`config.mk`:
```
export PLATFORM = sky130hd
export DESIGN_NAME = cone_match_first_jet_unit
export DESIGN_NICKNAME = d
export VERILOG_FILES = /design/src/design/cmfj_pkg.sv /design/src/design/cmfj_cone_test.sv /design/src/design/cone_match_first_jet_unit.sv
export VERILOG_INCLUDE_DIRS = /design/src /design/src/design
export SDC_FILE = /design/constraint.sdc
export NUM_CORES = 1
export LEC_CHECK = 0
export BUFFER_PORTS_ARGS = -buffer_cell sky130_fd_sc_hd__buf_2
export CAP_MARGIN = 30
export CORE_MARGIN = 2
export CORE_UTILIZATION = 50
export DETAILED_ROUTE_END_ITERATION = 12
export PLACE_DENSITY = 0.68
export RECOVER_POWER = 25
export SLEW_MARGIN = 0
export SYNTH_ARGS = -nofsm -noshare
export SYNTH_HDL_FRONTEND = slang
export SYNTH_HIERARCHICAL = 1
export SYNTH_SLANG_ARGS = --single-unit
```
`constraint.sdc`:
```
create_clock -name clk -period 19.37 [get_ports clk]
set_input_delay 2.9055 -clock clk [delete_from_list [all_inputs] [get_ports clk]]
set_output_delay 2.9055 -clock clk [all_outputs]
set_load 0.005 [all_outputs]
```
`src/design/cone_match_first_jet_unit_assert.svh`:
```
// -----------------------------------------------------------------------------
// Cone match assertion macros
// Concurrent assertion wrappers for the cone match unit; empty in synthesis.
// -----------------------------------------------------------------------------
`ifndef CONE_MATCH_FIRST_JET_UNIT_ASSERT_SVH
`define CONE_MATCH_FIRST_JET_UNIT_ASSERT_SVH
`ifndef SYNTHESIS
// check prop at every rising edge outside reset
`define CMFJ_ASSERT(lbl, clk, rst_n, prop, msg) \
  lbl: assert property (@(posedge clk) disable iff (!rst_n) prop) else $error(msg);
// check prop at every rising edge, reset included
`define CMFJ_ASSERT_ALWAYS(lbl, clk, prop, msg) \
  lbl: assert property (@(posedge clk) prop) else $error(msg);
`else
`define CMFJ_ASSERT(lbl, clk, rst_n, prop, msg)
`define CMFJ_ASSERT_ALWAYS(lbl, clk, prop, msg)
`endif
`endif

```
`src/design/cmfj_pkg.sv`:
```
// -----------------------------------------------------------------------------
// Cone match package
// Shared widths, codes and types of the cone match unit.
// -----------------------------------------------------------------------------
`default_nettype none
package cmfj_pkg;

  localparam int MAX_JETS = 64;
  localparam int CNT_W    = $clog2(MAX_JETS + 1);
  localparam int IDX_W    = $clog2(MAX_JETS);

  localparam int ETA_W    = 12;
  localparam int PHI_W    = 11;
  localparam int MATCH_W  = 7;
  localparam int RADIUS_W = 24;

  localparam int IN_TDATA_W  = 32;
  localparam int IN_TUSER_W  = 2;
  localparam int OUT_TDATA_W = 24;

  localparam logic [RADIUS_W-1:0] RADIUS_SQ_RESET = 24'd10486;

  // pi and 2 pi in Q3.8
  localparam logic signed [PHI_W-1:0] PI_Q     = 11'sd804;
  localparam logic        [PHI_W-1:0] TWO_PI_Q = 11'd1608;

  typedef enum logic [1:0] {
    FUNC_LOAD  = 2'd0,
    FUNC_JET   = 2'd1,
    FUNC_CLOSE = 2'd2
  } func_t;

  typedef struct packed {
    logic signed [ETA_W-1:0] eta;
    logic signed [PHI_W-1:0] phi;
  } point_t;

endpackage
`default_nettype wire

```
`src/design/cmfj_cone_test.sv`:
```
// -----------------------------------------------------------------------------
// Cone test
// Tells whether a jet lies inside the squared cone radius around a reference.
// -----------------------------------------------------------------------------
`default_nettype none
module cmfj_cone_test (
  input  wire  cmfj_pkg::point_t                  ref_pt,
  input  wire  cmfj_pkg::point_t                  jet_pt,
  input  wire  logic [cmfj_pkg::RADIUS_W-1:0]     radius_sq,
  output logic                                    hit
);
  import cmfj_pkg::*;

  logic signed [ETA_W:0]   d_eta;
  logic        [ETA_W-1:0] a_eta;
  logic signed [PHI_W:0]   d_phi;
  logic        [PHI_W-1:0] a_phi;
  logic        [PHI_W-2:0] w_phi;
  logic        [2*ETA_W-1:0]     sq_eta;
  logic        [2*(PHI_W-1)-1:0] sq_phi;
  logic        [2*ETA_W:0]       dist_sq;

  always_comb begin
    d_eta = {ref_pt.eta[ETA_W-1], ref_pt.eta} - {jet_pt.eta[ETA_W-1], jet_pt.eta};
    d_phi = {ref_pt.phi[PHI_W-1], ref_pt.phi} - {jet_pt.phi[PHI_W-1], jet_pt.phi};
    a_eta = d_eta[ETA_W] ? ETA_W'(-d_eta) : d_eta[ETA_W-1:0];
    a_phi = d_phi[PHI_W] ? PHI_W'(-d_phi) : d_phi[PHI_W-1:0];
    // wrap around the circle: the short way is at most pi
    if (a_phi >= PHI_W'(PI_Q)) begin
      w_phi = (PHI_W-1)'(TWO_PI_Q - a_phi);
    end else begin
      w_phi = a_phi[PHI_W-2:0];
    end
    sq_eta  = a_eta * a_eta;
    sq_phi  = w_phi * w_phi;
    dist_sq = {1'b0, sq_eta} + (2*ETA_W+1)'(sq_phi);
    hit     = dist_sq <= (2*ETA_W+1)'(radius_sq);
  end

endmodule
`default_nettype wire

```
`src/design/cone_match_first_jet_unit.sv`:
```
// -----------------------------------------------------------------------------
// Cone match first jet unit
// Delta-R matching of a jet stream against two per-event reference points.
// -----------------------------------------------------------------------------
// The unit takes one word per cycle on its input stream. A word whose tuser
// says load writes one of two reference points (eta, phi, present flag); a
// jet word is tested against both present references that have no match yet
// and is numbered in arrival order; a close word emits one output word with
// the index of the first jet inside each reference cone (-1 when none) and
// the jet count, then clears the event. Jets past the maximum count are
// dropped, and tuser code 3 is dropped. Every word passes through the
// input register, and a new word is taken in every cycle; the only stall
// is a close word while the output register still holds an earlier result
// that has not been taken. An accepted close word moves from the input
// register to the output register, which raises out_tvalid. The cone
// radius (squared, Q.16) is written through the cfg port, which is always
// ready, and must be written only while the unit is idle.
// -----------------------------------------------------------------------------
`default_nettype none
`include "cone_match_first_jet_unit_assert.svh"
module cone_match_first_jet_unit (
  input  wire  logic                                 clk,
  input  wire  logic                                 rst_n,
  // input stream
  input  wire  logic                                 in_tvalid,
  output logic                                       in_tready,
  // [0] ref_slot, [1] ref_valid, [13:2] eta, [24:14] phi, [31:25] zero
  input  wire  logic [cmfj_pkg::IN_TDATA_W-1:0]      in_tdata,
  // [1:0] func
  input  wire  logic [cmfj_pkg::IN_TUSER_W-1:0]      in_tuser,
  // result stream
  output logic                                       out_tvalid,
  input  wire  logic                                 out_tready,
  // [6:0] match_first, [13:7] match_second, [20:14] event_jets, [23:21] zero
  output logic [cmfj_pkg::OUT_TDATA_W-1:0]           out_tdata,
  // configuration
  input  wire  logic                                 cfg_valid,
  output logic                                       cfg_ready,
  input  wire  logic [cmfj_pkg::RADIUS_W-1:0]        cfg_data
);
  import cmfj_pkg::*;

  function automatic logic signed [PHI_W-1:0] sat_phi(input logic signed [PHI_W-1:0] p);
    if (p > PI_Q) begin
      return PI_Q;
    end else if (p < -PI_Q) begin
      return -PI_Q;
    end
    return p;
  endfunction

  // input register
  logic    s1_valid_r;
  func_t   s1_func_r;
  logic    s1_slot_r;
  logic    s1_refv_r;
  point_t  s1_pt_r;
  logic    s1_go;
  logic    in_take;

  // event state
  logic [RADIUS_W-1:0] radius_r;
  point_t              ref_pt_r [2];
  logic [1:0]          ref_on_r, ref_on_nxt;
  logic [1:0]          found_r, found_nxt;
  logic [IDX_W-1:0]    found_idx_r [2];
  logic [CNT_W-1:0]    jet_count_r, jet_count_nxt;
  logic [1:0]          hit;
  logic                jet_room;

  // output register
  logic                   out_valid_r;
  logic [OUT_TDATA_W-1:0] out_data_r;
  logic [MATCH_W-1:0]     match_nxt [2];

  // a close word needs a free output register; all other words always finish
  assign s1_go     = s1_valid_r &&
                     ((s1_func_r != FUNC_CLOSE) || !out_valid_r || out_tready);
  assign in_tready = !s1_valid_r || s1_go;
  assign in_take   = in_tvalid && in_tready;
  assign cfg_ready = 1'b1;

  assign out_tvalid = out_valid_r;
  assign out_tdata  = out_data_r;

  // capture the word, saturating phi on the way in
  always_ff @(posedge clk) begin
    if (!rst_n) begin
      s1_valid_r <= 1'b0;
    end else if (in_tready) begin
      s1_valid_r <= in_tvalid;
    end
    if (in_take) begin
      s1_func_r   <= func_t'(in_tuser[1:0]);
      s1_slot_r   <= in_tdata[0];
      s1_refv_r   <= in_tdata[1];
      s1_pt_r.eta <= in_tdata[13:2];
      s1_pt_r.phi <= sat_phi(in_tdata[24:14]);
    end
  end

  cmfj_cone_test u_test0 (
    .ref_pt    (ref_pt_r[0]),
    .jet_pt    (s1_pt_r),
    .radius_sq (radius_r),
    .hit       (hit[0])
  );

  cmfj_cone_test u_test1 (
    .ref_pt    (ref_pt_r[1]),
    .jet_pt    (s1_pt_r),
    .radius_sq (radius_r),
    .hit       (hit[1])
  );

  assign jet_room = jet_count_r < CNT_W'(MAX_JETS);

  always_comb begin
    ref_on_nxt    = ref_on_r;
    found_nxt     = found_r;
    jet_count_nxt = jet_count_r;
    for (int s = 0; s < 2; s++) begin
      // report -1 (all ones) when the slot is absent or never matched
      if (ref_on_r[s] && found_r[s]) begin
        match_nxt[s] = MATCH_W'(found_idx_r[s]);
      end else begin
        match_nxt[s] = '1;
      end
    end
    if (s1_go) begin
      case (s1_func_r)
        FUNC_LOAD: begin
          ref_on_nxt[s1_slot_r] = s1_refv_r;
        end
        FUNC_JET: begin
          if (jet_room) begin
            found_nxt     = found_r | (ref_on_r & ~found_r & hit);
            jet_count_nxt = jet_count_r + CNT_W'(1);
          end
        end
        FUNC_CLOSE: begin
          ref_on_nxt    = '0;
          found_nxt     = '0;
          jet_count_nxt = '0;
        end
        default: begin
        end
      endcase
    end
  end

  always_ff @(posedge clk) begin
    if (!rst_n) begin
      radius_r    <= RADIUS_SQ_RESET;
      ref_on_r    <= '0;
      found_r     <= '0;
      jet_count_r <= '0;
      out_valid_r <= 1'b0;
    end else begin
      if (cfg_valid && cfg_ready) begin
        radius_r <= cfg_data;
      end
      ref_on_r    <= ref_on_nxt;
      found_r     <= found_nxt;
      jet_count_r <= jet_count_nxt;
      // hold the result until taken, load a new one on close
      if (s1_go && (s1_func_r == FUNC_CLOSE)) begin
        out_valid_r <= 1'b1;
      end else if (out_tready) begin
        out_valid_r <= 1'b0;
      end
    end
  end

  // payload of the event state and the output word
  always_ff @(posedge clk) begin
    if (s1_go && (s1_func_r == FUNC_LOAD)) begin
      ref_pt_r[s1_slot_r] <= s1_pt_r;
    end
    for (int s = 0; s < 2; s++) begin
      if (s1_go && (s1_func_r == FUNC_JET) && jet_room && !found_r[s] && found_nxt[s]) begin
        found_idx_r[s] <= jet_count_r[IDX_W-1:0];
      end
    end
    if (s1_go && (s1_func_r == FUNC_CLOSE)) begin
      out_data_r <= {(OUT_TDATA_W - 3*MATCH_W)'(0), MATCH_W'(jet_count_r),
                     match_nxt[1], match_nxt[0]};
    end
  end

  `CMFJ_ASSERT(a_count_bound, clk, rst_n, jet_count_r <= CNT_W'(MAX_JETS), "jet count past maximum")
  `CMFJ_ASSERT(a_idx_below_count, clk, rst_n, found_r[0] |-> ((CNT_W+1)'(found_idx_r[0]) < (CNT_W+1)'(jet_count_r)), "slot 0 index not below count")
  `CMFJ_ASSERT(a_close_clears, clk, rst_n, (s1_go && s1_func_r == FUNC_CLOSE) |=> (jet_count_r == '0 && found_r == 2'b00 && ref_on_r == 2'b00), "close did not clear event")
  `CMFJ_ASSERT(a_close_emits, clk, rst_n, (s1_go && s1_func_r == FUNC_CLOSE) |=> out_valid_r, "close without result")
  `CMFJ_ASSERT(a_stall_cause, clk, rst_n, !in_tready |-> (s1_valid_r && s1_func_r == FUNC_CLOSE && out_valid_r && !out_tready), "input stalled without blocked close")

endmodule
`default_nettype wire
```
==> Word level (Yosys, flattened, before mapping) <==
Memories as Yosys holds them, arrays and structs flattened.
Cells that the tools add are included.
{ "totals": {"ff_bits": 85, "ram_bits": 58, "in_bits": 63, "out_inout_bits": 27, "elab_cells": 107, "n_memories": 2} }
{ "op_classes": {"n_addsub": 13, "multipliers": 4, "magnitude_cmp": 9, "n_eq_ne": 4, "muxes": 31, "bitwise": 4, "n_reduce_logical": 26} }
{ "memory_table": {"columns": ["name", "depth", "width", "read_ports", "rd_ports_with_merged_regs", "wr", "line_no", "rtl"], "rows": [
  ["ref_pt_r", 2, 23, 2, 0, 1, "cone_match_first_jet_unit.sv:63", "point_t ref_pt_r [2];"],
  ["found_idx_r", 2, 6, 2, 0, 2, "cone_match_first_jet_unit.sv:66", "logic [IDX_W-1:0] found_idx_r [2];"]
]} }
{ "ops": {"columns": ["cell", "n"], "rows": [
  ["two-way mux 11 bit", 5],
  ["adder 24 x 20 -> 25 bit", 2],
  ["less-or-equal comparator 25 x 24 -> 1 bit", 2],
  ["multiplier 12 x 12 -> 24 bit", 2],
  ["multiplier 10 x 10 -> 20 bit", 2],
  ["subtractor 12 x 12 -> 13 bit", 2],
  ["two-way mux 12 bit", 2],
  ["negator 12 bit", 2],
  ["subtractor 11 x 11 -> 12 bit", 2],
  ["greater-or-equal comparator 11 x 10 -> 1 bit (second input constant)", 2],
  ["negator 11 bit", 2],
  ["two-way mux 7 bit", 3],
  ["two-way mux 10 bit", 2],
  ["subtractor 10 bit (first input constant)", 2],
  ["case mux 7 bit (2 select lines)", 1],
  ["logical AND 1 bit", 13],
  ["two-way mux 1 bit", 12],
  ["> comparator 11 bit (second input constant)", 1],
  ["< comparator 11 bit (second input constant)", 1],
  ["case mux 2 bit (2 select lines)", 2],
  ["adder 7 x 1 -> 7 bit (second input constant)", 1],
  ["< comparator 7 bit (second input constant)", 1],
  ["nonzero test 2 bit", 3],
  ["bitwise AND 2 bit", 2],
  ["15 further kinds", 22]
]} }

==> Logic depth before layout (Yosys ltp) <==
An unclocked memory read counts as a cell.
{ "logic_depth": {"ltp_word": 17, "mapped_depth": 54, "mapped_depth_nobuf": 51} }

==> Hierarchy <==
Netlist, hierarchy kept.
{ "modules_own_cells": {"columns": ["mod", "n_inst", "cells_each", "area_per_inst_um2", "seq_area_each_um2"], "rows": [
  ["cmfj_cone_test at u_test0", 1, 1213, 10127.2, 0.0],
  ["cmfj_cone_test at u_test1", 1, 1143, 9681.8, 0.0],
  ["cone_match_first_jet_unit", 1, 328, 5117.4, 3923.8]
]} }

==> Worst setup path before layout <==
OpenSTA, ideal clock, no wires.
{ "synth_path": {"kind": "register to register", "start": "register s1_pt_r[0] (netlist bit)", "end": "memory found_idx_r[0][10] (netlist bit) (enable)", "setup_ns": 0.377, "arrival_ns": 11.411, "t_required_ns": 18.993, "path_slack_ns": 7.582, "path_stages_with_launch": 49, "path_buffers": 2, "synth_period_minus_slack_ns": 11.788, "cell_sequence": "edfxtp_1 > ha_1 > fa_1 > ha_1 > clkbuf_1 > nand3b_1 > mux2_2 > a211o_1 > mux2_2 > a32o_1 > o31a_4 > o21a_4 > or3_1 > o211ai_1 > buf_4 > nor2_1 > fa_1 > inv_1 > [13 not listed] > a211oi_1 > o21bai_1 > a21o_1 > a21o_1 > a21oi_1 > xnor2_1 > ha_1 > a21o_1 > a21o_1 > a21oi_1 > nand2_1 > o211ai_1 > a31oi_1 > a2111oi_0 > a2111oi_0 > o311ai_0 > nand2_1 > nor3_1"} }
{ "synth_lines": {"columns": ["item", "line_no", "rtl"], "rows": [
  ["start, declared", "cone_match_first_jet_unit.sv:57", "point_t s1_pt_r;"],
  ["end, declared", "cone_match_first_jet_unit.sv:66", null]
]} }

==> reports/qor.yml <==
hold_class: "reg -> reg"
yosysWarnings: 6
synth_area_leader_cell: "fa_1"
clockRootBuffer: "clkbuf_16"
pre_cts_ws_ns: 5.42
synth-seq-cells: 143
synth-main-ff-cell: "edfxtp_1"
worstPathArrival_ns: 14.07
die_x_um: 227
grt_max_degree: 37
drt-pass1-iter-count: 5
syn_area_um2: 24900
path_class: "reg -> reg"
worst-path-max-fanout: 17
post-route-util_pct: 54.5
avgSynthCellArea_um2: 9.29
slowest_delay_ns: 0.81
cts_buffers: 17
hold_slack_ns: 0.504
worstSkewPairLatency_ns: 0.45
ant_nets: 0
min_to: "out_tdata[12]"
synth_top_area_share_pct: 26.5
fin_ws_ns: 5.36
end_kind: "register"
initial_core_util_pct: 50.8
io_pins: 90
report.final.slew_viol_count: 0
cts_buffer_depth: 2
num-nets-final: 3463
viasPerCell: 5.37
finalSetupViolations: 0
ys_types: 108
holdPathStages: 1
cts_setup_buffers: 0
hpwl_mm: 46.0
grt_usage_pct: 22.3
cts-resized-gates: 0
cap_violations: 0
numPortBuffers: 78
async_flop_share_pct: 0
syn2layout_area_growth_pct: 7.25
antennaDiodeCount: 0
worst_pin_slew_ns: 0.977
synthCells: 2684
ys_seq_area_share_pct: 15.7
first_global_vias: 19100
cts_tree: "yes"
design.die.area_um2: 51700
grt_overflow: 0
wl_per_cell_um: 15.9
period_share_pct: 72.4
fmax_mhz: 71.4
outcome: "completed"
finalHoldViolCount: 0
reg2reg_setup_slack_ns: 5.36
drtIter0Drc: 1105
critPathRequiredTime_ns: 19.43
fin_crit_ns: 14.01
synthTopCellsByCount: "inv_1 (562), fa_1 (330), ha_1 (322), nor2_1 (239), edfxtp_1 (106)"
rows: 81
grt_pass1_wl_mm: 92.4
htree_levels: 4
coreArea_um2: 49100
rr_startpoint: "s1_pt_r[0]"
synth_area_leaders: "fa_1 (27%), ha_1 (16%), edfxtp_1 (13%)"
die_y_um: 227
drc: 0
vias: 18400
r2r-end: "found_idx_r[0][6]"
relSlewSlack_pct: 34.4
yosysMostFrequentCell: "inv_1"
grt_setup_unrepaired: "no"
layout-drive-gt1-share_pct: 9.42
antenna_found_initial: 0
cpMaxStageDelayCell: "ha_1"
clkTransAtPathRegs_ns: 0.06
worstSetupStartpointType: "register"
gp_congestion: 0.902
rr_worst_depth: 41
finalWirelength_mm: 54.5
tns_ns: 0
cts_hold_buffers: 0
crit_path_frequent_cell: "fa_1"
synth_edf_count: 106
worst_clock_skew_ns: 0.0191
hp-start: "found_idx_r[0][11]"
clock-sinks: 143
## stage by stage
step / cell area, um2 / cells
CTS: 26700 / 3423
global placement: 26000 / 3385
finish: 26700 / 3425
floorplan: 24900 / 2686
global route: 26700 / 3425
detailed placement: 26100 / 3391
## layout by cell type (no fill, tap or decap), types with 13 or more instances in the layout
cell type and instances:
xnor2_1 76, xor2_1 41, nand2_1 95, a31oi_1 14
o21ai_0 68, edfxtp_1 106, nand2b_1 26, buf_4 33
o211ai_1 14, a21oi_1 74, nand3_1 33, or2_2 48
nand4_1 18, inv_1 562, nor2_1 237, fa_1 330
mux2i_1 32, a211oi_1 13, clkbuf_16 17, ha_1 322
dfxtp_1 37, a21o_1 45, and2_1 21, nor3_1 65
o21bai_1 13, buf_2 78, or3_1 29, nor2b_1 42
o21a_1 19
## registers in the layout, indices dropped and copies added (netlist names), 2 cells and up
name,flops
jet_count_r,7
found_idx_r,12
s1_pt_r,23
found_r,2
ref_pt_r,46
s1_func_r,2
ref_on_r,2
radius_r,24
out_tdata,21
## how the worst max path moves through the flow
| stage | slack [ns] | startpoint | endpoint | depth (start not counted) |
|---|---|---|---|---|
| after global routing | 4.55 | s1_pt_r[1] | found_idx_r[0][6] | 42 |
| final | 5.36 | s1_pt_r[0] | found_idx_r[0][6] | 41 |
| after detailed placement | 5.42 | s1_pt_r[0] | found_idx_r[0][11] | 41 |
| after CTS | 5.40 | s1_pt_r[0] | found_idx_r[0][6] | 41 |
| after global placement | 5.73 | s1_pt_r[0] | found_idx_r[0][10] | 41 |
| after floorplan | 7.58 | s1_pt_r[0] | found_idx_r[0][10] | 48 |
## cell type report
cell class              count  area (um2)
clock buffers              17         425
clock inverters            15         150
fillers                  4502       22300
inverters                 563        2110
multi-input cells        1907       18600
flip-flops and latches    143        3920
well taps                 664         831
repair buffers            116         734
## worst max-delay path: cells and delay by family, from the launching register on
kind | cells | cell delay [ns]
adder cells (fa/ha/maj) | 11 | 5.29
AO/OA/AOI/OAI | 15 | 4.06
buffers and inverters | 2 | 0.50
multiplexers | 1 | 0.32
flip-flops | 1 | 0.51
AND/OR/NAND/NOR | 12 | 2.91
## cells by family after synthesis
family	after synthesis	share of synthesized area (%)
and+or+nand+nor	703	14.4
adders and majority gates	652	42.7
buffers and inverters	636	9.89
AOI/OAI and AO/OA	380	10.8
DFF	143	15.7
xor gates and xnor gates	126	4.70
muxes	42	1.77
other	2	0.0301
## layer usage
metal / GRT usage, % / vias to the layer above / share of wire [%] / wire [um]
li1: - / 8885 / - / -
met1: 30.5 / 9028 / 46 / 25200
met2: 37.8 / 418 / 48 / 25900
met3: 2.52 / 61 / 4.2 / 2270
met4: 5.67 / 0 / 2.2 / 1170
met5: 0 / - / 0 / 0
Power is not shown: default switching activity piles up to over one toggle a cycle in this logic, so the estimate is an artifact.
